$ cat src/rtl/mtrs_pkg.sv
// ----------------------------------------------------------------------------
// mtrs_pkg
// Shared types, constants and helpers of the multichannel trial ring store.
// ----------------------------------------------------------------------------
package mtrs_pkg;

    localparam int SAMPLE_BITS      = 16;
    localparam int DEF_MAX_CHANNELS = 8;
    localparam int DEF_MAX_SAMPLES  = 256;
    localparam int DEF_MAX_TRIALS   = 32;

    // field widths of the command and result words
    localparam int FUNC_W  = 2;
    localparam int CHAN_W  = 3;
    localparam int TRIAL_W = 6;
    localparam int SIDX_W  = 8;

    // configuration port
    localparam int CFG_IDX_W  = 2;
    localparam int CFG_DATA_W = 9;
    localparam int NCH_REG_W  = 4;
    localparam int NS_REG_W   = 9;
    localparam int MT_REG_W   = 6;

    localparam logic [NCH_REG_W-1:0] NCH_RESET = 4'd8;
    localparam logic [NS_REG_W-1:0]  NS_RESET  = 9'd256;
    localparam logic [MT_REG_W-1:0]  MT_RESET  = 6'd32;

    localparam logic [CFG_IDX_W-1:0] CFG_NUM_CHANNELS = 2'd0;
    localparam logic [CFG_IDX_W-1:0] CFG_NUM_SAMPLES  = 2'd1;
    localparam logic [CFG_IDX_W-1:0] CFG_MAX_TRIALS   = 2'd2;

    typedef enum logic [FUNC_W-1:0] {
        FN_WRITE  = 2'd0,
        FN_READ   = 2'd1,
        FN_MINMAX = 2'd2,
        FN_CLEAR  = 2'd3
    } t_func;

    // one word in flight alongside the RAM read
    typedef struct packed {
        logic                valid;
        t_func               op;
        logic                status;
        logic                first;
        logic                last;
        logic [TRIAL_W-1:0]  stored;
    } t_tok;

    // saturate a register value into 1..hi
    function automatic int unsigned clamp_cfg(input int unsigned v, input int unsigned hi);
        int unsigned r;
        if (v < 1) begin
            r = 1;
        end else if (v > hi) begin
            r = hi;
        end else begin
            r = v;
        end
        return r;
    endfunction

endpackage

$ cat src/rtl/mtrs_ctrl.sv
// ----------------------------------------------------------------------------
// mtrs_ctrl
// Ring pointers, configuration, command decode and scan sequencer; drives
// the sample RAM and issues one token per RAM access.
// ----------------------------------------------------------------------------
module mtrs_ctrl import mtrs_pkg::*; #(
    parameter int MAX_CHANNELS = DEF_MAX_CHANNELS,
    parameter int MAX_SAMPLES  = DEF_MAX_SAMPLES,
    parameter int MAX_TRIALS   = DEF_MAX_TRIALS,
    parameter int ADDR_W       = 16
) (
    input  logic                   i_clk,
    input  logic                   i_rst_n,
    input  logic                   i_cfg_we,
    input  logic [CFG_IDX_W-1:0]   i_cfg_index,
    input  logic [CFG_DATA_W-1:0]  i_cfg_data,
    input  logic                   i_start,
    input  logic [FUNC_W-1:0]      i_func,
    input  logic [CHAN_W-1:0]      i_channel,
    input  logic [TRIAL_W-1:0]     i_trial_index,
    input  logic [TRIAL_W-1:0]     i_end_trial,
    input  logic [SIDX_W-1:0]      i_sample_index,
    input  logic [SAMPLE_BITS-1:0] i_sample_value,
    input  logic                   i_end_of_trial,
    output logic                   o_busy,
    output logic                   o_ram_we,
    output logic [ADDR_W-1:0]      o_ram_addr,
    output logic [SAMPLE_BITS-1:0] o_ram_wdata,
    output t_tok                   o_tok
);

    localparam int TR_W  = (MAX_TRIALS > 1) ? $clog2(MAX_TRIALS) : 1;
    localparam int CNT_W = $clog2(MAX_TRIALS + 1);
    localparam int PS_W  = CNT_W + 1;
    localparam int SM_W  = (MAX_SAMPLES > 1) ? $clog2(MAX_SAMPLES) : 1;
    localparam int SN_W  = $clog2(MAX_SAMPLES + 1);
    localparam int CHN_W = $clog2(MAX_CHANNELS + 1);

    typedef enum logic [1:0] {
        ST_IDLE = 2'b01,
        ST_SCAN = 2'b10
    } t_state;

    t_state                r_state, n_state;
    logic [NCH_REG_W-1:0]  r_num_channels;
    logic [NS_REG_W-1:0]   r_num_samples;
    logic [MT_REG_W-1:0]   r_max_trials;
    logic [TR_W-1:0]       r_ws, n_ws;
    logic [TR_W-1:0]       r_oldest, n_oldest;
    logic [CNT_W-1:0]      r_count, n_count;
    logic [CHAN_W-1:0]     r_ch, n_ch;
    logic [TR_W-1:0]       r_slot, n_slot;
    logic [SM_W-1:0]       r_s, n_s;
    logic [TRIAL_W-1:0]    r_t, n_t;
    logic [TRIAL_W-1:0]    r_end, n_end;
    t_tok                  r_tok, n_tok;

    logic [CHN_W-1:0]      nch;
    logic [SN_W-1:0]       ns;
    logic [CNT_W-1:0]      mt;
    logic                  accept;
    t_func                 func;
    logic                  ch_ok, s_ok, mm_ok;
    logic [TRIAL_W-1:0]    end_mm;
    logic [PS_W-1:0]       psum;
    logic [TR_W-1:0]       phys;
    logic [CHAN_W-1:0]     cur_ch;
    logic [TR_W-1:0]       cur_slot;
    logic [SM_W-1:0]       cur_s;
    logic [TRIAL_W-1:0]    cur_t, cur_end;
    logic                  last_s, last_t;

    function automatic logic [TR_W-1:0] inc_slot(input logic [TR_W-1:0] s,
                                                 input logic [CNT_W-1:0] m);
        logic [TR_W-1:0] r;
        if (CNT_W'(s) + CNT_W'(1) == m) begin
            r = '0;
        end else begin
            r = s + TR_W'(1);
        end
        return r;
    endfunction

    function automatic logic [ADDR_W-1:0] addr_of(input logic [CHAN_W-1:0] c,
                                                  input logic [TR_W-1:0]   sl,
                                                  input logic [SM_W-1:0]   s);
        return ADDR_W'(c * (MAX_TRIALS * MAX_SAMPLES) + sl * MAX_SAMPLES + s);
    endfunction

    assign nch    = CHN_W'(clamp_cfg(32'(r_num_channels), MAX_CHANNELS));
    assign ns     = SN_W'(clamp_cfg(32'(r_num_samples), MAX_SAMPLES));
    assign mt     = CNT_W'(clamp_cfg(32'(r_max_trials), MAX_TRIALS));
    assign o_busy = (r_state == ST_SCAN);
    assign accept = i_start && (r_state == ST_IDLE);
    assign func   = t_func'(i_func);
    assign o_tok  = r_tok;

    always_comb begin
        ch_ok  = (i_channel < nch);
        s_ok   = (i_sample_index < ns);
        end_mm = (i_end_trial < r_count) ? i_end_trial : TRIAL_W'(r_count);
        mm_ok  = ch_ok && (i_trial_index < end_mm);
        // logical trial to slot: one wrap at most, as oldest < mt and index < count
        psum   = PS_W'(r_oldest) + PS_W'(i_trial_index);
        phys   = (psum >= PS_W'(mt)) ? TR_W'(psum - PS_W'(mt)) : TR_W'(psum);

        if (r_state == ST_SCAN) begin
            cur_ch   = r_ch;
            cur_slot = r_slot;
            cur_s    = r_s;
            cur_t    = r_t;
            cur_end  = r_end;
        end else begin
            cur_ch   = i_channel;
            cur_slot = phys;
            cur_s    = '0;
            cur_t    = i_trial_index;
            cur_end  = end_mm;
        end
        last_s = (SN_W'(cur_s) + SN_W'(1)) == ns;
        last_t = ({1'b0, cur_t} + (TRIAL_W+1)'(1)) == {1'b0, cur_end};
    end

    always_comb begin
        n_state     = r_state;
        n_ws        = r_ws;
        n_oldest    = r_oldest;
        n_count     = r_count;
        n_ch        = cur_ch;
        n_end       = cur_end;
        n_slot      = r_slot;
        n_s         = r_s;
        n_t         = r_t;
        n_tok       = '0;
        n_tok.op    = FN_WRITE;
        o_ram_we    = 1'b0;
        o_ram_addr  = addr_of(cur_ch, cur_slot, cur_s);
        o_ram_wdata = i_sample_value;

        // step the scan position (sample fastest, then trial)
        if (last_s) begin
            n_s    = '0;
            n_t    = cur_t + TRIAL_W'(1);
            n_slot = inc_slot(cur_slot, mt);
        end else begin
            n_s    = cur_s + SM_W'(1);
            n_t    = cur_t;
            n_slot = cur_slot;
        end

        unique case (r_state)
            ST_IDLE: begin
                if (accept) begin
                    n_tok.valid = 1'b1;
                    n_tok.op    = func;
                    n_tok.last  = 1'b1;
                    unique case (func)
                        FN_WRITE: begin
                            if (ch_ok && s_ok) begin
                                o_ram_we   = 1'b1;
                                o_ram_addr = addr_of(i_channel, r_ws, SM_W'(i_sample_index));
                                if (i_end_of_trial) begin
                                    n_ws = inc_slot(r_ws, mt);
                                    if (r_count < mt) begin
                                        n_count = r_count + CNT_W'(1);
                                    end else begin
                                        n_oldest = inc_slot(r_oldest, mt);
                                    end
                                end
                            end else begin
                                n_tok.status = 1'b1;
                            end
                        end
                        FN_READ: begin
                            o_ram_addr   = addr_of(i_channel, phys, SM_W'(i_sample_index));
                            n_tok.status = !(ch_ok && s_ok && (i_trial_index < r_count));
                        end
                        FN_MINMAX: begin
                            if (mm_ok) begin
                                n_tok.first = 1'b1;
                                n_tok.last  = last_s && last_t;
                                if (!(last_s && last_t)) begin
                                    n_state = ST_SCAN;
                                end
                            end else begin
                                n_tok.status = 1'b1;
                            end
                        end
                        FN_CLEAR: begin
                            n_ws     = '0;
                            n_oldest = '0;
                            n_count  = '0;
                        end
                        default: ;
                    endcase
                end
            end
            ST_SCAN: begin
                n_tok.valid = 1'b1;
                n_tok.op    = FN_MINMAX;
                n_tok.last  = last_s && last_t;
                if (last_s && last_t) begin
                    n_state = ST_IDLE;
                end
            end
            default: n_state = ST_IDLE;
        endcase

        // any register write empties the ring
        if (i_cfg_we && (i_cfg_index == CFG_NUM_CHANNELS || i_cfg_index == CFG_NUM_SAMPLES
                         || i_cfg_index == CFG_MAX_TRIALS)) begin
            n_ws     = '0;
            n_oldest = '0;
            n_count  = '0;
        end
        n_tok.stored = TRIAL_W'(n_count);
    end

    always_ff @(posedge i_clk) begin
        if (!i_rst_n) begin
            r_state        <= ST_IDLE;
            r_ws           <= '0;
            r_oldest       <= '0;
            r_count        <= '0;
            r_tok          <= '0;
            r_num_channels <= NCH_RESET;
            r_num_samples  <= NS_RESET;
            r_max_trials   <= MT_RESET;
        end else begin
            r_state  <= n_state;
            r_ws     <= n_ws;
            r_oldest <= n_oldest;
            r_count  <= n_count;
            r_tok    <= n_tok;
            if (i_cfg_we) begin
                unique case (i_cfg_index)
                    CFG_NUM_CHANNELS: r_num_channels <= i_cfg_data[NCH_REG_W-1:0];
                    CFG_NUM_SAMPLES:  r_num_samples  <= i_cfg_data[NS_REG_W-1:0];
                    CFG_MAX_TRIALS:   r_max_trials   <= i_cfg_data[MT_REG_W-1:0];
                    default: ;
                endcase
            end
        end
    end

    // scan position: payload, no reset
    always_ff @(posedge i_clk) begin
        r_ch   <= n_ch;
        r_end  <= n_end;
        r_slot <= n_slot;
        r_s    <= n_s;
        r_t    <= n_t;
    end

    a_count_bound: assert property (@(posedge i_clk) disable iff (!i_rst_n)
        r_count <= mt)
        else $error("stored count exceeds ring depth");

    a_scan_no_write: assert property (@(posedge i_clk) disable iff (!i_rst_n)
        (r_state == ST_SCAN) |-> !o_ram_we)
        else $error("RAM write during scan");

    a_full_aligned: assert property (@(posedge i_clk) disable iff (!i_rst_n)
        (r_count == mt) |-> (r_ws == r_oldest))
        else $error("full ring with write slot off the oldest trial");

endmodule

$ cat config.mk
export PLATFORM = sky130hd
export DESIGN_NAME = mtrs_ctrl
export DESIGN_NICKNAME = d
export VERILOG_FILES = /design/src/rtl/mtrs_pkg.sv /design/src/rtl/mtrs_ctrl.sv
export SDC_FILE = /design/constraint.sdc
export NUM_CORES = 1
export LEC_CHECK = 0
export ABC_AREA = 1
export BUFFER_PORTS_ARGS = -buffer_cell sky130_fd_sc_hd__buf_2
export CAP_MARGIN = 40
export CORE_MARGIN = 4
export CORE_UTILIZATION = 61
export CTS_CLUSTER_DIAMETER = 30
export DETAILED_ROUTE_END_ITERATION = 10
export PLACE_DENSITY = 0.86
export SKIP_CTS_REPAIR_TIMING = 1
export SYNTH_ARGS = -nofsm -noshare
export SYNTH_HDL_FRONTEND = slang
export SYNTH_SLANG_ARGS = --single-unit
$ cat constraint.sdc
create_clock -name i_clk -period 6.1 [get_ports i_clk]
set_input_delay 0 -clock i_clk [delete_from_list [all_inputs] [get_ports i_clk]]
set_output_delay 0 -clock i_clk [all_outputs]
set_load 0.02 [all_outputs]
== After elaboration in Yosys (flattened, before gate mapping) ==
Cells that the tools add are included.

* Add/subtract/negate cells: 19
* Order comparisons: 13
* Equal/unequal tests: 21
* Muxes and demuxes: 53
* Bitwise operators: 1
* Reduce and logical (&&, ||, !) cells: 22

{| class="wikitable"
|+ Operators by type and width
! cell !! count
|-
| 6-bit two-way mux || 12
|-
| 5-bit two-way mux || 11
|-
| 16-bit by 13-bit adder with 16-bit output || 3
|-
| 16-bit by 8-bit adder with 16-bit output || 3
|-
| 16-bit two-way mux || 3
|-
| 16-bit case mux with 2 select lines || 1
|-
| 6-bit < comparator || 4
|-
| 5-bit case mux with 2 select lines || 2
|-
| 5-bit by 1-bit adder with 6-bit output, second input constant || 3
|-
| 6-bit equality test || 3
|-
| 9-bit two-way mux || 2
|-
| 5-bit by 1-bit adder with 5-bit output, second input constant || 3
|-
| 2-bit two-way mux || 7
|-
| 2-bit inequality test, second input constant || 7
|-
| 6-bit by 1-bit adder with 6-bit output, second input constant || 2
|-
| 6-bit case mux with 2 select lines || 1
|-
| 6-bit AND reduction || 2
|-
| 5-bit AND reduction || 2
|-
| 8-bit by 1-bit adder with 9-bit output, second input constant || 1
|-
| 9-bit equality test || 1
|-
| 9-bit greater-than comparator, second input constant || 1
|-
| 8-bit by 9-bit < comparator with 1-bit output || 1
|-
| 9-bit by 1-bit < comparator with 1-bit output, second input constant || 1
|-
| 8-bit by 1-bit adder with 8-bit output, second input constant || 1
|-
| 31 further kinds || 52
|}

* Bits in registers: 71
* Word-level logic and storage cells: 146

== Longest topological paths before layout ==
* Depth in word-level cells: 12
* Gate-level depth with buffers: 27
* Mapped depth without buffers: 27

== Worst setup path before layout ==
OpenSTA, ideal clock, no wires.

* Path kind: register -> register
* Start point: register r_oldest[0]
* End point: register r_slot[3]
* Data arrival time: 3.256 ns
* Required time: 5.988 ns
* Setup slack: 2.732 ns
* Stages on the path, launching flop included: 22
* Period minus slack after synthesis: 3.368 ns
* Path through: dfxtp_1 -> ha_1 -> fa_1 -> xor2_1 -> ha_1 -> a21oi_1 -> nand2_1 -> nand2_1 -> nand2_1 -> nand2_2 -> nand3_4 -> nand2_1 -> nand3_1 -> nand2_2 -> ha_1 -> xor2_1 -> a21oi_1 -> nand3_1 -> nor2_1 -> nand2_2 -> nand2_1 -> nand2_1

* Word-level cells in the longest chain between the ends: 8

{| class="wikitable"
|+ Ends and longest elaborated chain
! what !! line !! source
|-
| start, declared || mtrs_ctrl.sv:49 || <nowiki>logic [TR_W-1:0] r_oldest, n_oldest;</nowiki>
|-
| start signal, assigned || mtrs_ctrl.sv:232 || <nowiki>r_oldest <= n_oldest;</nowiki>
|-
| 5-bit by 6-bit adder with 7-bit output (*) || mtrs_ctrl.sv:104 || <nowiki>psum = PS_W'(r_oldest) + PS_W'(i_trial_index);</nowiki>
|-
| 7-bit by 6-bit greater-or-equal comparator with 1-bit output / 5-bit subtractor (equally long branches) || mtrs_ctrl.sv:105 || <nowiki>phys = (psum >= PS_W'(mt)) ? TR_W'(psum - PS_W'(mt)) : TR_W'(psum);</nowiki>
|-
| 5-bit two-way mux (*) || mtrs_ctrl.sv:105 ||
|-
| 5-bit two-way mux (*) || mtrs_ctrl.sv:107 || <nowiki>if (r_state == ST_SCAN) begin</nowiki>
|-
| 5-bit by 1-bit adder with 6-bit output || mtrs_ctrl.sv:76 || <nowiki>if (CNT_W'(s) + CNT_W'(1) == m) begin</nowiki>
|-
| 6-bit equality test || mtrs_ctrl.sv:76 ||
|-
| 5-bit two-way mux || mtrs_ctrl.sv:76 ||
|-
| 5-bit two-way mux (*) || mtrs_ctrl.sv:141 || <nowiki>if (last_s) begin</nowiki>
|-
| via n_slot[3] || mtrs_ctrl.sv:52 || <nowiki>logic [TR_W-1:0] r_slot, n_slot;</nowiki>
|-
| end signal, assigned || mtrs_ctrl.sv:250 || <nowiki>r_slot <= n_slot;</nowiki>
|-
| end, declared || mtrs_ctrl.sv:52 ||
|}

The timed path passes the listed nets; every way through them passes the cells marked *.
A chain may end at the register's enable or synchronous reset.

== Worst setup path in the final report ==
* Start point: register r_oldest[0]
* End point: register r_slot[2]

Same word-level chain as after synthesis.

==> impl_metrics.env <==
export IMPL_start_util=0.6340
export IMPL_clk_latency_ps=360
export IMPL_via_per_inst=5.642
export IMPL_path_cells="ha_1, fa_1, xor2_1, ha_1, a21oi_1, nand2_1, nand2_1, nand2_1, nand2_2, nand3_4, nand2_1, nand3_1, nand2_2, ha_1, xor2_1, a21oi_1, nand3_1, nor2_1, nand2_2, nand2_1, nand2_1"
export IMPL_diodes=0
export IMPL_hold_class="in2reg"
export IMPL_dp_cells=999
export IMPL_synth_seq_area_share=0.2533
export IMPL_cts_tree="yes"
export IMPL_syn_area_sq_mm=0.005610
export IMPL_grt_max_degree=36
export IMPL_antenna_found_initial=0
export IMPL_cp_depth=21
export IMPL_worst_r2r_endpoint="r_slot[2]$_DFF_P_"
export IMPL_layoutNonFillerInstCount=1027
export IMPL_r2r_start="r_oldest[0]$_SDFFE_PP0P_"
export IMPL_synth_edf_count=0
export IMPL_clockBufferDepth=2
export IMPL_grt_pass1_vias=5069
export IMPL_final_cell_mix="223 x nand2_1, 89 x inv_1, 75 x nor2_1"
export IMPL_gr_usage_all_layers=0.2677
export IMPL_yosysWarnings=0
export IMPL_hold_depth=3
export IMPL_nets=1021
export IMPL_drt_iter0_drc=454
export IMPL_max_slew_margin_rel=0.5402
export IMPL_fin_crit_ps=3890
export IMPL_ios=103
export IMPL_whs_ps=-21.55
export IMPL_htreeDepth=3
export IMPL_die_w_um=103.9
export IMPL_powerDensity_mw_per_mm2=195.7
export IMPL_crit_buf_inv=0
export IMPL_synth_net_count=959
export IMPL_clk_pin_slew_ps=80
export IMPL_grt_pass1_wl_um=24140
export IMPL_required_ps=6350
export IMPL_setup_tns_ps=0
export IMPL_min_period_over_period=0.6378
export IMPL_overflow=0
export IMPL_outcome="complete, but fails checks"
export IMPL_fp_dieH_um=103.9
export IMPL_cp_slowest_cell="fa_1"
export IMPL_wl_um=14680
export IMPL_ys_ff_latch=71
export IMPL_reg2reg_depth=21
export IMPL_leakage_nw=3.058
export IMPL_worstPathArrival_ps=4140
export IMPL_slew_viol_final=0
export IMPL_postLayoutCoreUtil=0.7018
export IMPL_rsz0062_at_grt="no"
export IMPL_core_area_sq_mm=0.008848
export IMPL_max_cap_violations=0
export IMPL_critPathKind="reg2reg"
export IMPL_crit_path_end_kind="flop"
export IMPL_path_max_fanout=10
export IMPL_yosys_cell_types_count=49
export IMPL_drt_pass1_iter_count=7
export IMPL_area_growth_pct=10.68
export IMPL_hpwl_um=11430
export IMPL_final_common_cell="nand2_1"
export IMPL_fin_skew_ps=13.09
export IMPL_setup_viol=0
export IMPL_clock_sinks=71
export IMPL_crit_end="r_slot[2]$_DFF_P_"
export IMPL_via_count=5794
export IMPL_synth_main_ff_cell="dfxtp_1"
export IMPL_port_buffers=70
export IMPL_cp_start_kind="flop"
export IMPL_critical_path_top_delay_family="simple AND/OR/NAND/NOR gates"
export IMPL_dieArea_sq_mm=0.01080
export IMPL_startpoint="r_oldest[0]$_SDFFE_PP0P_"
export IMPL_hold_violations=1
export IMPL_rows=34
export IMPL_syn_instance_count=852
export IMPL_max_freq_mhz=257.0
export IMPL_critical_path_max_stage_delay_ps=420
export IMPL_r2r_slack_ps=2210
export IMPL_cts_buffers=9
export IMPL_p_total_mw=1.215
export IMPL_syn_area_per_cell_sq_um=6.585
export IMPL_root_buffer="clkbuf_8"
export IMPL_drc=0
export IMPL_drive_above_1_share=0.1382
export IMPL_synthArstFlopShare=0
export IMPL_crit_top_cell="nand2_1"
export IMPL_tightest_slew_ps=688.0
export IMPL_violations="negative hold slack"
export IMPL_wire_per_inst_um=14.29
export IMPL_vdd_drop_max_mv=0.1124
export IMPL_drtAntennaViolNets=0
export IMPL_gp_congestion=0.9999
[worst min path at each step]
stage	end	start	slack (ps)
global route	o_ram_wdata[3]	i_sample_value[3]	0.03
CTS	r_num_samples[8]$_SDFFE_PN1P_	i_cfg_data[8]	-150
floorplan	o_ram_wdata[0]	i_sample_value[0]	110
global placement	o_ram_wdata[13]	i_sample_value[13]	0.2
finish	r_end[4]$_DFF_P_	i_end_trial[4]	-20
detailed placement	o_ram_wdata[13]	i_sample_value[13]	0.2
[through the flow]
stage | instance area (sq um) | hold slack, ps | setup WS [ps]
after detailed placement | 5907 | 0.2364 | 2367
after CTS | 6090 | -146.7 | 2312
after global routing | 6210 | 0.02738 | 1909
final | 6210 | -21.55 | 2210
after global placement | 5899 | 0.2364 | 2474
after floorplan | 5610 | 112.6 | 2732
[state kept, by name, summed over array words and instances (netlist names)]
signal	count
r_num_channels	4
r_ws	5
r_ch	3
r_oldest	5
o_tok	12
r_num_samples	9
r_end	6
r_max_trials	6
r_s	8
r_t	6
r_state	2
r_slot	5
[power by group]
part           switching, mW  internal (mW)  total (mW)
clock network          0.196          0.160       0.355
logic                  0.231          0.125       0.356
registers             0.0137          0.490       0.504
total                  0.440          0.775        1.22
[worst min-delay path: stages]
cell,delay (ps)
buf_2,100
o211ai_1,110
nand2_1,90
[cells in the mapped netlist (3+ instances only)]
library cell,n,share of area
a21oi_1,54,0.048
a21oi_2,3,0.0047
buf_2,7,0.0062
buf_4,17,0.023
clkbuf_1,7,0.0047
dfxtp_1,71,0.25
ha_1,48,0.11
inv_1,89,0.060
inv_2,5,0.0033
nand2_1,223,0.15
nand2_2,8,0.0089
nand3_1,67,0.060
nand3b_1,7,0.0094
nand4_1,16,0.018
nor2_1,75,0.050
nor2_2,5,0.0056
nor3_1,4,0.0036
o211ai_1,5,0.0067
o21a_1,3,0.0040
o21ai_0,53,0.047
o21ai_1,7,0.0062
or2_2,7,0.0078
xnor2_1,7,0.011
xor2_1,26,0.041
[per-layer routing]
metal	up-vias	GRT usage	wire length, um
met2	273	0.4006	6333
met3	33	0.04655	1365
met1	2563	0.3866	6612
met4	0	0.09402	363
li1	2925	-	-
met5	-	0	0
[cell type report]
class	count	area (sq um)
clock buffer	10	137.6
clock inverter	6	45.04
fill	779	2639
inverter	95	356.6
multi-input combinational	653	3628
sequential	71	1421
tap	108	135.1
timing repair buffer	84	485.5
[cell families (layout without fill, tap and decap cells)]
logic type | after synthesis | in the layout | share of synthesized area
AO/OA/AOI/OAI | 144 | 144 | 0.1452
XOR/XNOR | 33 | 33 | 0.05152
adder cells (fa/ha/maj) | 50 | 50 | 0.1142
buffers and inverters | 128 | 195 | 0.09991
flip-flops | 71 | 71 | 0.2533
multiplexers | 1 | 1 | 0.001784
AND/OR/NAND/NOR | 425 | 425 | 0.3341
Note: power is estimated with default switching activity, not from simulation.
