==> src/rtl/mtrs_pkg.sv <==
// ----------------------------------------------------------------------------
// mtrs_pkg
// Shared types, constants and helpers of the multichannel trial ring store.
// ----------------------------------------------------------------------------
package mtrs_pkg;

    localparam int SAMPLE_BITS      = 16;
    localparam int DEF_MAX_CHANNELS = 8;
    localparam int DEF_MAX_SAMPLES  = 256;
    localparam int DEF_MAX_TRIALS   = 32;

    // field widths of the command and result words
    localparam int FUNC_W  = 2;
    localparam int CHAN_W  = 3;
    localparam int TRIAL_W = 6;
    localparam int SIDX_W  = 8;

    // configuration port
    localparam int CFG_IDX_W  = 2;
    localparam int CFG_DATA_W = 9;
    localparam int NCH_REG_W  = 4;
    localparam int NS_REG_W   = 9;
    localparam int MT_REG_W   = 6;

    localparam logic [NCH_REG_W-1:0] NCH_RESET = 4'd8;
    localparam logic [NS_REG_W-1:0]  NS_RESET  = 9'd256;
    localparam logic [MT_REG_W-1:0]  MT_RESET  = 6'd32;

    localparam logic [CFG_IDX_W-1:0] CFG_NUM_CHANNELS = 2'd0;
    localparam logic [CFG_IDX_W-1:0] CFG_NUM_SAMPLES  = 2'd1;
    localparam logic [CFG_IDX_W-1:0] CFG_MAX_TRIALS   = 2'd2;

    typedef enum logic [FUNC_W-1:0] {
        FN_WRITE  = 2'd0,
        FN_READ   = 2'd1,
        FN_MINMAX = 2'd2,
        FN_CLEAR  = 2'd3
    } t_func;

    // one word in flight alongside the RAM read
    typedef struct packed {
        logic                valid;
        t_func               op;
        logic                status;
        logic                first;
        logic                last;
        logic [TRIAL_W-1:0]  stored;
    } t_tok;

    // saturate a register value into 1..hi
    function automatic int unsigned clamp_cfg(input int unsigned v, input int unsigned hi);
        int unsigned r;
        if (v < 1) begin
            r = 1;
        end else if (v > hi) begin
            r = hi;
        end else begin
            r = v;
        end
        return r;
    endfunction

endpackage

==> src/rtl/mtrs_reduce.sv <==
// ----------------------------------------------------------------------------
// mtrs_reduce
// Takes RAM read data with its token, folds min/max over a scan and
// registers the result word.
// ----------------------------------------------------------------------------
module mtrs_reduce import mtrs_pkg::*; (
    input  logic                   i_clk,
    input  logic                   i_rst_n,
    input  t_tok                   i_tok,
    input  logic [SAMPLE_BITS-1:0] i_rdata,
    output logic                   o_done,
    output logic                   o_status,
    output logic [SAMPLE_BITS-1:0] o_read_value,
    output logic [SAMPLE_BITS-1:0] o_min_value,
    output logic [SAMPLE_BITS-1:0] o_max_value,
    output logic [TRIAL_W-1:0]     o_stored_trials
);

    logic                   r_done, n_done;
    logic                   r_status;
    logic [SAMPLE_BITS-1:0] r_read, n_read;
    logic [SAMPLE_BITS-1:0] r_min, n_min;
    logic [SAMPLE_BITS-1:0] r_max, n_max;
    logic [TRIAL_W-1:0]     r_stored;
    logic [SAMPLE_BITS-1:0] r_acc_min, r_acc_max;
    logic [SAMPLE_BITS-1:0] cand_min, cand_max;
    logic                   scan_ok;

    always_comb begin
        scan_ok = i_tok.valid && (i_tok.op == FN_MINMAX) && !i_tok.status;
        if (i_tok.first) begin
            cand_min = i_rdata;
            cand_max = i_rdata;
        end else begin
            cand_min = ($signed(i_rdata) < $signed(r_acc_min)) ? i_rdata : r_acc_min;
            cand_max = ($signed(i_rdata) > $signed(r_acc_max)) ? i_rdata : r_acc_max;
        end
        // hold the word back until the last sample of a scan
        n_done = i_tok.valid && !(scan_ok && !i_tok.last);
        n_read = (i_tok.op == FN_READ && !i_tok.status) ? i_rdata : '0;
        n_min  = scan_ok ? cand_min : '0;
        n_max  = scan_ok ? cand_max : '0;
    end

    always_ff @(posedge i_clk) begin
        if (!i_rst_n) begin
            r_done <= 1'b0;
        end else begin
            r_done <= n_done;
        end
    end

    always_ff @(posedge i_clk) begin
        if (scan_ok) begin
            r_acc_min <= cand_min;
            r_acc_max <= cand_max;
        end
        if (n_done) begin
            r_status <= i_tok.status;
            r_read   <= n_read;
            r_min    <= n_min;
            r_max    <= n_max;
            r_stored <= i_tok.stored;
        end
    end

    assign o_done          = r_done;
    assign o_status        = r_status;
    assign o_read_value    = r_read;
    assign o_min_value     = r_min;
    assign o_max_value     = r_max;
    assign o_stored_trials = r_stored;

    a_done_has_token: assert property (@(posedge i_clk) disable iff (!i_rst_n)
        o_done |-> $past(i_tok.valid))
        else $error("result word without a token");

endmodule

==> config.mk <==
export PLATFORM = sky130hd
export DESIGN_NAME = mtrs_reduce
export DESIGN_NICKNAME = d
export VERILOG_FILES = /design/src/rtl/mtrs_pkg.sv /design/src/rtl/mtrs_reduce.sv
export SDC_FILE = /design/constraint.sdc
export NUM_CORES = 1
export LEC_CHECK = 0
export ABC_AREA = 1
export BUFFER_PORTS_ARGS = -buffer_cell sky130_fd_sc_hd__buf_2
export CAP_MARGIN = 15
export CORE_MARGIN = 5
export CORE_UTILIZATION = 55
export CTS_CLUSTER_SIZE = 12
export DETAILED_ROUTE_END_ITERATION = 16
export MAX_ROUTING_LAYER = met4
export PLACE_DENSITY = 0.79
export SLEW_MARGIN = 20
export SYNTH_ARGS = -nofsm -noshare
export SYNTH_HDL_FRONTEND = slang
export SYNTH_SLANG_ARGS = --single-unit
==> constraint.sdc <==
create_clock -name i_clk -period 11.2 [get_ports i_clk]
set_clock_uncertainty 0.2 [all_clocks]
set_input_delay 3.36 -clock i_clk [delete_from_list [all_inputs] [get_ports i_clk]]
set_output_delay 3.36 -clock i_clk [all_outputs]
set_load 0.01 [all_outputs]
# Word-level counts from Yosys, hierarchy flattened
# Cells that the tools add are included.
[word_totals] ff_bits=88 out_inout_bits=56
[classes] n_lt_le_gt_ge=2 eq_ne=2 muxes=4 reduce_logical=8
[ops] op="$mux W16" count=4
[ops] op="$gt A16 B16 Y1" count=1
[ops] op="$lt A16 B16 Y1" count=1
[ops] op="$logic_and A1 B1 Y1" count=5
[ops] op="$logic_not A1 Y1" count=3
[ops] op="$eq A2 B1 Y1 const B" count=1
[ops] op="$eq A2 B2 Y1 const B" count=1

# Logic depth before layout (Yosys ltp)
# Gate-level depths: netlist (run 1).
[logic_depth] depth_word=6 mapped_depth=17

# Least setup slack after synthesis (run 1)
# Ideal clock, no wire load.
[synth_timing] kind="input port to flip-flop" from="in i_tok[9] (netlist name)" to="reg r_max[0], in the netlist o_max_value[0] (enable)" arrival_ps=8224 t_required_ps=10498 setup_slack_ps=2273 cell_stages=4 path_cell_list="nor4_1 > inv_1 > o21ai_0 > inv_1"
[synth_via] elab_chain_cells=6
[synth_lines] element="from (decl)" line="mtrs_reduce.sv:9" rtl="input t_tok i_tok,"
[synth_lines] element="$eq A2 B2 Y1" line="mtrs_reduce.sv:30" rtl="scan_ok = i_tok.valid && (i_tok.op == FN_MINMAX) && !i_tok.status;"
[synth_lines] element="$logic_and A1 B1 Y1 (2 in series)" line="mtrs_reduce.sv:30"
[synth_lines] element="$logic_and A1 B1 Y1" line="mtrs_reduce.sv:39" rtl="n_done = i_tok.valid && !(scan_ok && !i_tok.last);"
[synth_lines] element="$logic_not A1 Y1" line="mtrs_reduce.sv:39"
[synth_lines] element="$logic_and A1 B1 Y1" line="mtrs_reduce.sv:39"
[synth_lines] element="via n_done" line="mtrs_reduce.sv:19" rtl="logic r_done, n_done;"
[synth_lines] element="to (signal assigned)" line="mtrs_reduce.sv:62" rtl="r_max <= n_max;"
[synth_lines] element="to (decl)" line="mtrs_reduce.sv:23" rtl="logic [SAMPLE_BITS-1:0] r_max, n_max;"
# The timed path passes the listed nets, and every way through them passes these cells.
# A chain may end at the register's enable or synchronous reset.

# Worst setup path after layout (run 1)
[layout_timing] from="in i_tok[8] (netlist name)" to="reg r_max[7], in the netlist o_max_value[7] (enable)"
[layout_via] elab_chain_cells=5
[layout_lines] element="$logic_not A1 Y1" line="mtrs_reduce.sv:30"
[layout_lines] element="$logic_and A1 B1 Y1" line="mtrs_reduce.sv:30"
[layout_lines] element="via scan_ok" line="mtrs_reduce.sv:27" rtl="logic scan_ok;"
[layout_lines] element="$logic_and A1 B1 Y1" line="mtrs_reduce.sv:39"
[layout_lines] element="$logic_not A1 Y1" line="mtrs_reduce.sv:39"
[layout_lines] element="$logic_and A1 B1 Y1" line="mtrs_reduce.sv:39"
[layout_lines] element="via n_done" line="mtrs_reduce.sv:19"
# The timed path passes the listed nets, and every way through them passes these cells.

==> impl_metrics.csv, run 1 <==
group,metric,value,unit
placement,routabilityCongestion,0.861,
hold_path,hp-class,"reg2reg",
timing,fin_setup_tns,0,ps
floorplanning,die_h,102,um
clock_network,cts-htree-levels,3,
clock_network,insertion_delay,360,ps
route,wl_per_cell,15.4,um
global_route,overflow,0,
synth,yosys_warnings,0,
timing,slew_violations,0,
layout,final_nets,600,
layout,syn2layout_area_growth,14.8,%
route,dr_total_vias,3306,
critical_path,crit_path_start_kind,"input pin",
floorplanning,fp.dieArea,0.0103,mm2
synth,avgSynthCellArea,10.2,um2
timing,hold_viol,0,
critical_path,worstPathArrival,5370,ps
synth,syn_area,0.00462,mm2
global_route,grt_usage,21.0,%
critical_path,path_max_fanout,55,
clock_network,clock-sinks,88,
route,dr.pass1.iters,6,
clock_network,cts_tree,"done",
global_route,grt_max_degree,56,
timing,rsz0062_at_grt,"false",
synth,synth_edf_count,87,
floorplanning,num_rows,33,
placement,port_buffers,85,
route,drt_iter0_markers,185,
floorplanning,initial_core_util,56.2,%
timing,fmax,0.174,GHz
global_route,antenna_found_initial,0,
global_route,grt_pass1_wl,16300,um
global_route,grt_pass1_vias,3448,
route,totalWireLength,9950,um
synth,synth_top_flop_cell,"edfxtp_1",
status,status,"finished clean",
critical_path,worstSetupEndpointType,"register",
route,drcViolationCount,0,
floorplanning,core_area,0.00822,mm2
floorplanning,dieWidth,102,um
timing,setup_viol,0,
power,leakage,2.57,nW
critical_path,critical_path.top_delay_family,"buffers and inverters",
synth,synth_cell_types,24,
critical_path,required,10820,ps
route,antenna_left,0,
synth,synth_area_leaders,"edfxtp_1, ha_1, inv_1",
timing,period_share,51.3,%
synth,async_flop_share,0,%
synth,netlist.top_cell.by_area,"edfxtp_1",
critical_path,critical_path_class,"in2reg",
critical_path,reg2reg_slack,8540,ps
synth,ys_seq_area_share,57.0,%
power,power,698,uW
layout,layout-drive-gt1-share,32.7,%
synth,yosysTopAreaCellShare,56.6,%
synth,synth.net_count,514,
timing,fin_crit,5750,ps
flow_run,max_cap_viol_count,0,
clock_network,cts_root_buf,"clkbuf_8",
clock_network,cts-resized-gates,0,
clock_network,clkSlewWorstSetupHoldPaths,80,ps
clock_network,cts_hold_buf,0,
power,peakVddDrop,0.0000805,V
synth,netlist_instances,453,
clock_network,cts_buffers,9,
synth,ys_seq_elements,88,
floorplanning,io_pins,86,
timing,slew_headroom,39.0,%
route,viasPerCell,5.11,
timing,worst_pin_slew,914,ps
layout,insertedDiodeCount,0,
critical_path,critPathSlowestCell,"clkinv_2",
power,powerDensity,132,mW/mm2
clock_network,clockBufferDepth,2,
critical_path,critPathBufInv,4,
clock_network,post_cts_buffers,0,
placement,dp_hpwl,6750,um
critical_path,slowest_delay,780,ps
synth,yosys.cell_count.top_type,"inv_1",
synth,synth_common_cells,"inv_1, edfxtp_1, nand2_1",
critical_path,path_cells,"buf_2, nor4_2, buf_4, inv_1, o21ai_0, clkinv_2",
-- cell usage in the layout (no fill, tap or decap), drive strengths merged --
master / instances
nand3: 24
o21ai: 6
a21oi: 11
buf: 87
nor2: 56
nor4: 1
bufinv: 1
ha: 31
nor3: 3
edfxtp: 87
dfxtp: 1
clkbuf: 10
nand2: 102
nand4: 18
inv: 100
clkinv: 3
clkinvlp: 1
-- layer usage --
metal | track usage [%] | up-vias | share of wire, %
li1 | - | 1630 | -
met1 | 27.1 | 1542 | 42
met2 | 33.4 | 123 | 49
met3 | 4.06 | 11 | 8.0
met4 | 6.75 | 0 | 1.3
met5 | - | - | 0
-- cell families after synthesis --
group                    count (synthesis)  synth area share [%]
buffers and inverters                  113                  9.76
adder cells (fa/ha/maj)                 31                  8.40
flip-flops                              88                  57.0
AO/OA/AOI/OAI                           17                  1.84
AND/OR/NAND/NOR                        204                  23.0
-- worst register-to-register path, cell delays in order, from the launching register on --
cell and delay [ps]:
edfxtp_1 380, inv_1 100, ha_1 250, nand2_1 70, inv_1 40, o21ai_1 120
a21oi_1 90, nor2_2 160, nand3_2 350, nand3_4 400, nand2_1 100, nand2_1 100
nor2_1 50
-- power by group --
group / total [mW] / switching (mW) / internal, mW
Combinational: 0.103 / 0.0698 / 0.0332
Sequential: 0.384 / 0.00365 / 0.380
Clock: 0.211 / 0.111 / 0.100
-- area by class of cell --
type	count	area (um2)
inverter	101	380
fill	676	2920
timing repair buffer	87	440
clock inverter	4	47.5
clock buffer	10	128
tap	105	131
sequential	88	2630
multi-input combinational	252	1540
-- registers in the layout (all words and copies together) (netlist names) --
signal	count
o_done	1
o_max_value	16
o_min_value	16
o_read_value	16
o_status	1
o_stored_trials	6
r_acc_max	16
r_acc_min	16
-- path summary, 6_finish.rpt --
| path | start | end | cells after the start |
|---|---|---|---|
| hold reg to reg | r_acc_min[15] | r_acc_min[15] | 2 |
| hold / removal | r_acc_min[15] | r_acc_min[15] | 2 |
| setup reg to reg | r_acc_min[9] | o_min_value[1] | 12 |
| setup / recovery | i_tok[8] | o_max_value[7] | 6 |
-- through the flow --
| stage | utilization (%) | setup WS [ps] | cells | hold WS (ps) | cell area, um2 |
|---|---|---|---|---|---|
| 6_report | 64.5 | 5450 | 647 | 446 | 5300 |
| 5_1_grt | 64.5 | 5190 | 647 | 512 | 5300 |
| 4_1_cts | 64.5 | 5820 | 647 | 446 | 5300 |
| 3_5_place_dp | 62.3 | 5450 | 633 | 425 | 5120 |
| 3_3_place_gp | 62.3 | 5530 | 633 | 432 | 5120 |
| 2_1_floorplan | - | 2270 | 453 | 367 | 4620 |
Power figures use the tool's default switching activity.
==> run 2, diff against run 1 <==
Settings changed: ABC_AREA 1 to 0, PLACE_DENSITY 0.79 to 0.8.
Clock period 11.2 ns to 5.77 ns, I/O delays scaled along.
==> run 2 against run 1 <==
- worst setup slack worse by 4000 ps
- non-clock buffer count stayed put
- worst hold slack worse by 45 ps
- synthesized area is 4.2% lower
- critical path depth is 2 higher
- critical endpoint is now r_acc_min[7]
- highest routed layer unchanged
==> impl_metrics.csv, run 2 <==
group,metric,value,unit
status,status,"finished clean",
hold_path,hold_depth,1,
clock_network,clock-sinks,88,
route,dr_total_vias,2790,
clock_network,cts_root_buf,"clkbuf_8",
timing,fin_crit,4320,ps
power,leakage,2.22,nW
clock_network,cts-htree-levels,3,
critical_path,reg2reg_depth,9,
route,viasPerCell,5.31,
timing,slew_headroom,29.6,%
global_route,grt_usage,18.1,%
global_route,grt_pass1_wl,13700,um
synth,synth_fa_ha_area_share,8.77,%
synth,avgSynthCellArea,13.4,um2
synth,synth_common_cells,"edfxtp_1, inv_1, nand2_1",
placement,routabilityCongestion,0.839,
clock_network,insertion_delay,360,ps
clock_network,cts-resized-gates,0,
layout,final_nets,479,
placement,dp_hpwl,5850,um
floorplanning,dieWidth,99.7,um
synth,ys_seq_area_share,59.6,%
clock_network,cts_buffers,9,
route,dr.pass1.iters,4,
layout,final_common_cell,"edfxtp_1",
synth,netlist.top_cell.by_area,"edfxtp_1",
clock_network,clockBufferDepth,2,
synth,yosysTopAreaCellShare,59.1,%
synth,syn_area,0.00442,mm2
floorplanning,initial_core_util,56.9,%
synth,synth-simple-area-share,10.4,%
timing,fin_setup_tns,0,ps
synth,netlist_instances,329,
timing,worst_pin_slew,1050,ps
critical_path,critPathMostFrequentCell,"a21o_1",
route,wl_per_cell,16.1,um
floorplanning,die_h,99.7,um
critical_path,critPathBufInv,1,
critical_path,required,5680,ps
critical_path,critical_path.top_delay_family,"multiplexers",
route,totalWireLength,8440,um
critical_path,cp.depth,8,
synth,synth_cell_types,37,
floorplanning,num_rows,32,
synth,synth_top_flop_cell,"edfxtp_1",
clock_network,clkSlewWorstSetupHoldPaths,80,ps
synth,synth.net_count,390,
synth,synth_area_leaders,"edfxtp_1, ha_1, mux2_2",
global_route,grt_pass1_vias,2819,
route,drcViolationCount,0,
synth,yosys_warnings,0,
layout,syn2layout_area_growth,17.1,%
critical_path,critPathSlowestCell,"mux2i_1",
synth,synth_compound_area_share,4.25,%
floorplanning,io_pins,86,
critical_path,path_cells,"buf_2, ha_1, a21o_1, a21o_1, a211o_1, nor2_1, mux2i_1, mux2_2",
clock_network,cts_tree,"done",
critical_path,crit_path_start_kind,"input pin",
timing,whs,401,ps
timing,hold_viol,0,
timing,slew_violations,0,
route,antenna_left,0,
layout,layout-drive-gt1-share,33.8,%
global_route,antenna_found_initial,0,
global_route,grt_max_degree,80,
placement,port_buffers,85,
critical_path,slowest_delay,790,ps
route,drt_iter0_markers,85,
clock_network,post_cts_buffers,0,
synth,synthMuxAreaShare,12.9,%
layout,insertedDiodeCount,0,
synth,ys_seq_elements,88,
flow_run,max_cap_viol_count,0,
power,powerDensity,254,mW/mm2
synth,yosys.cell_count.top_type,"edfxtp_1",
floorplanning,fp.dieArea,0.00993,mm2
synth,synth-xor-area-share,0,%
critical_path,worstPathArrival,4230,ps
critical_path,path_max_fanout,8,
critical_path,worstSetupEndpointType,"register",
synth,synth_edf_count,87,
hold_path,hp-class,"reg2reg",
clock_network,cts_hold_buf,0,
floorplanning,core_area,0.00777,mm2
synth,async_flop_share,0,%
layout,final_cell_mix,"edfxtp_1, buf_2, inv_1",
timing,setup_viol,0,
power,peakVddDrop,0.000185,V
timing,fmax,0.231,GHz
timing,period_share,74.9,%
synth,synth_top_family_by_area,"multiplexers",
global_route,overflow,0,
timing,rsz0062_at_grt,"false",
critical_path,critical_path_class,"in2reg",
[run 2: logic make-up after synthesis]
| logic type | count (synthesis) |
|---|---|
| AO/OA/AOI/OAI | 28 |
| flip-flops | 88 |
| adder cells (fa/ha/maj) | 31 |
| AND/OR/NAND/NOR | 88 |
| multiplexers | 49 |
| buffers and inverters | 45 |
[run 2: report_power, final]
part / internal [mW] / leakage (nW) / switching, mW
Sequential: 0.735 / 0.846 / 0.00810
Clock: 0.182 / 0.0917 / 0.223
Combinational: 0.0744 / 1.28 / 0.0911
Total: 0.992 / 2.22 / 0.322
[run 2: layer usage]
layer	routed length [um]	global-route usage [%]
met5	0	-
met4	140	5.67
met3	450	4.70
met2	4270	29.4
met1	3580	22.4
[run 2: worst reg2reg max path, stage by stage, from the launching register on]
cell and delay, ps:
edfxtp_1 430, inv_1 80, ha_1 240, a21o_1 190, nand3_1 80, a21oi_1 80
a211o_1 300, nor2_1 190, mux2i_1 790, mux2_2 420
[run 2: metrics by stage]
step / instance area, um2 / power, mW / setup WS (ps) / instances / utilization, %
2_1_floorplan: 4420 / 0.862 / 531 / 329 / -
6_report: 5170 / 1.31 / 1450 / 525 / 66.6
3_3_place_gp: 4970 / 0.918 / 1080 / 509 / 64.0
4_1_cts: 5170 / 1.32 / 1410 / 525 / 66.5
5_1_grt: 5170 / 1.37 / 1260 / 525 / 66.6
3_5_place_dp: 4970 / 0.925 / 1020 / 509 / 64.0
[run 2: final timing paths]
check                             startpoint      endpoint  slack (ps)
worst max-delay path             i_rdata[13]  r_acc_min[7]        1450
worst max register to register  r_acc_min[9]  r_acc_min[7]        2540
worst min register to register  r_acc_max[7]  r_acc_max[7]         400
worst min-delay path            r_acc_max[7]  r_acc_max[7]         400
[run 2: cell type report]
| type | count | area, um2 |
|---|---|---|
| Tap cell | 102 | 128 |
| Inverter | 36 | 135 |
| Multi-Input combinational cell | 196 | 1650 |
| Clock buffer | 11 | 151 |
| Clock inverter | 5 | 41.3 |
| Sequential cell | 88 | 2630 |
| Timing Repair Buffer | 87 | 440 |
| Fill cell | 578 | 2590 |
==> run 3, diff against run 2 <==
Clock period 5.77 ns to 4.35 ns, I/O delays scaled along.
==> run 3 against run 2 <==
- clock power up 62%
- die area unchanged
- global-route usage down 0.85 points
- sequential share of layout area down 0.93 points
- non-clock buffer count up 6
- critical endpoint is now r_acc_min[10]
==> impl_metrics.csv, run 3 (synthesized netlist as in run 2, its figures left out) <==
group,metric,value,unit
status,status,"finished clean",
timing,fin_crit,3720,ps
critical_path,critical_path.top_delay_family,"multiplexers",
floorplanning,die_h,99.7,um
critical_path,required,4260,ps
critical_path,slowest_delay,630,ps
timing,rsz0062_at_grt,"false",
floorplanning,initial_core_util,56.9,%
critical_path,critPathBufInv,1,
critical_path,path_cells,"buf_2, ha_1, a21o_1, a21o_1, a211o_1, nor2_1, mux2_2, mux2_2",
global_route,grt_usage,17.3,%
power,peakVddDrop,0.000181,V
floorplanning,io_pins,86,
critical_path,worstSetupEndpointType,"register",
route,wl_per_cell,14.9,um
critical_path,reg2reg_depth,8,
critical_path,path_max_fanout,22,
timing,period_share,85.6,%
critical_path,regToRegStartpoint,"r_acc_min[13]",
route,drt_iter0_markers,79,
global_route,grt_pass1_vias,2733,
power,p_sw,415,uW
route,dr.pass1.iters,4,
power,power_frac_comb,11.8,%
clock_network,cts_tree,"done",
clock_network,clkSlewWorstSetupHoldPaths,80,ps
timing,hold_viol,0,
placement,place_inst,515,
timing,whs,402,ps
global_route,grt_max_degree,81,
layout,final_nets,485,
placement,port_buffers,85,
route,drcViolationCount,0,
flow_run,max_cap_viol_count,0,
critical_path,r2r-end,"r_acc_min[10]",
timing,setup_viol,0,
power,cellInternalPower,1.45,mW
timing,worst_slack,627,ps
layout,insertedDiodeCount,0,
clock_network,clockBufferDepth,2,
layout,layout-drive-gt1-share,34.7,%
critical_path,reg2reg_slack,1270,ps
global_route,grt_pass1_wl,13100,um
global_route,overflow,0,
route,antenna_left,0,
hold_path,hp-class,"reg2reg",
critical_path,crit_path_start_kind,"input pin",
timing,fmax,0.269,GHz
floorplanning,dieWidth,99.7,um
placement,post_dp_cell_area,0.00503,mm2
route,viasPerCell,5.15,
critical_path,worstPathArrival,3630,ps
floorplanning,num_rows,32,
route,totalWireLength,7940,um
global_route,antenna_found_initial,0,
clock_network,post_cts_buffers,0,
layout,finalNonFillerCells,531,
layout,syn2layout_area_growth,19.2,%
timing,fin_setup_tns,0,ps
layout,final_common_cell,"edfxtp_1",
timing,slew_violations,0,
clock_network,insertion_delay,360,ps
clock_network,cts-resized-gates,0,
timing,slew_headroom,56.8,%
power,sw_frac_of_total,22.3,%
power,powerDensity,353,mW/mm2
clock_network,cts_root_buf,"clkbuf_8",
power,clkPwrFrac,35.3,%
placement,preCtsSetupSlack,255,ps
critical_path,cp.depth,8,
clock_network,cts-htree-levels,3,
layout,final_cell_mix,"edfxtp_1, buf_2, inv_1",
critical_path,cp-endpoint,"r_acc_min[10]",
floorplanning,core_area,0.00777,mm2
timing,worst_pin_slew,649,ps
critical_path,critPathSlowestCell,"mux2_2",
layout,postLayoutCellArea,0.00527,mm2
clock_network,clock-sinks,88,
power,leakage,2.27,nW
clock_network,cts_hold_buf,0,
floorplanning,fp.dieArea,0.00993,mm2
power,sequentialPowerShare,52.9,%
placement,dp_hpwl,5700,um
clock_network,cts_buffers,9,
critical_path,startpoint,"i_rdata[13]",
route,dr_total_vias,2733,
placement,routabilityCongestion,0.778,
critical_path,critical_path_class,"in2reg",
-- run 3: changes by cell type in the layout (fill, tap and decap cells not counted), sizes merged --
| cell | delta |
|---|---|
| clkbuf | +1 |
| clkinv | -3 |
| buf | +6 |
| bufinv | +2 |
-- run 3: layer usage --
metal,global-route usage (%),vias to the layer above,routed length [um]
li1,-,1369,-
met1,21.4,1299,3420
met2,27.9,55,3990
met3,5.19,10,436
met4,4.31,0,84
met5,-,-,0
-- run 3: stage by stage --
| step | utilization [%] | power [mW] |
|---|---|---|
| floorplan | - | 1.14 |
| global placement | 64.8 | 1.22 |
| detailed placement | 64.8 | 1.23 |
| CTS | 67.9 | 1.88 |
| global route | 67.9 | 1.94 |
| finish | 67.9 | 1.86 |
-- run 3: area by class of cell --
| class | count | area [um2] |
|---|---|---|
| sequential | 88 | 2630 |
| fill | 593 | 2500 |
| multi-input combinational | 196 | 1640 |
| timing repair buffer | 93 | 498 |
| clock buffer | 12 | 165 |
| inverter | 36 | 135 |
| tap | 102 | 128 |
| clock inverter | 4 | 75.1 |
-- run 3: worst min path at each step --
stage                     slack (ps)  depth (start not counted)       endpoint     startpoint
after floorplan                  360                          1  r_acc_max[10]  r_acc_max[10]
after global placement           380                          1  r_acc_max[14]  r_acc_max[14]
after detailed placement         380                          1  r_acc_max[13]  r_acc_max[13]
after CTS                        400                          1   r_acc_max[8]   r_acc_max[8]
after global routing             420                          1   r_acc_max[3]   r_acc_max[3]
final                            400                          1   r_acc_max[3]   r_acc_max[3]
-- run 3: power by group through the flow --
stage | clock network (mW) | logic [mW] | registers [mW]
finish | 0.657 | 0.221 | 0.985
global route | 0.708 | 0.245 | 0.989
CTS | 0.668 | 0.225 | 0.986
detailed placement | 0 | 0.224 | 1.00
global placement | 0 | 0.219 | 1.00
floorplan | 0 | 0.118 | 1.02
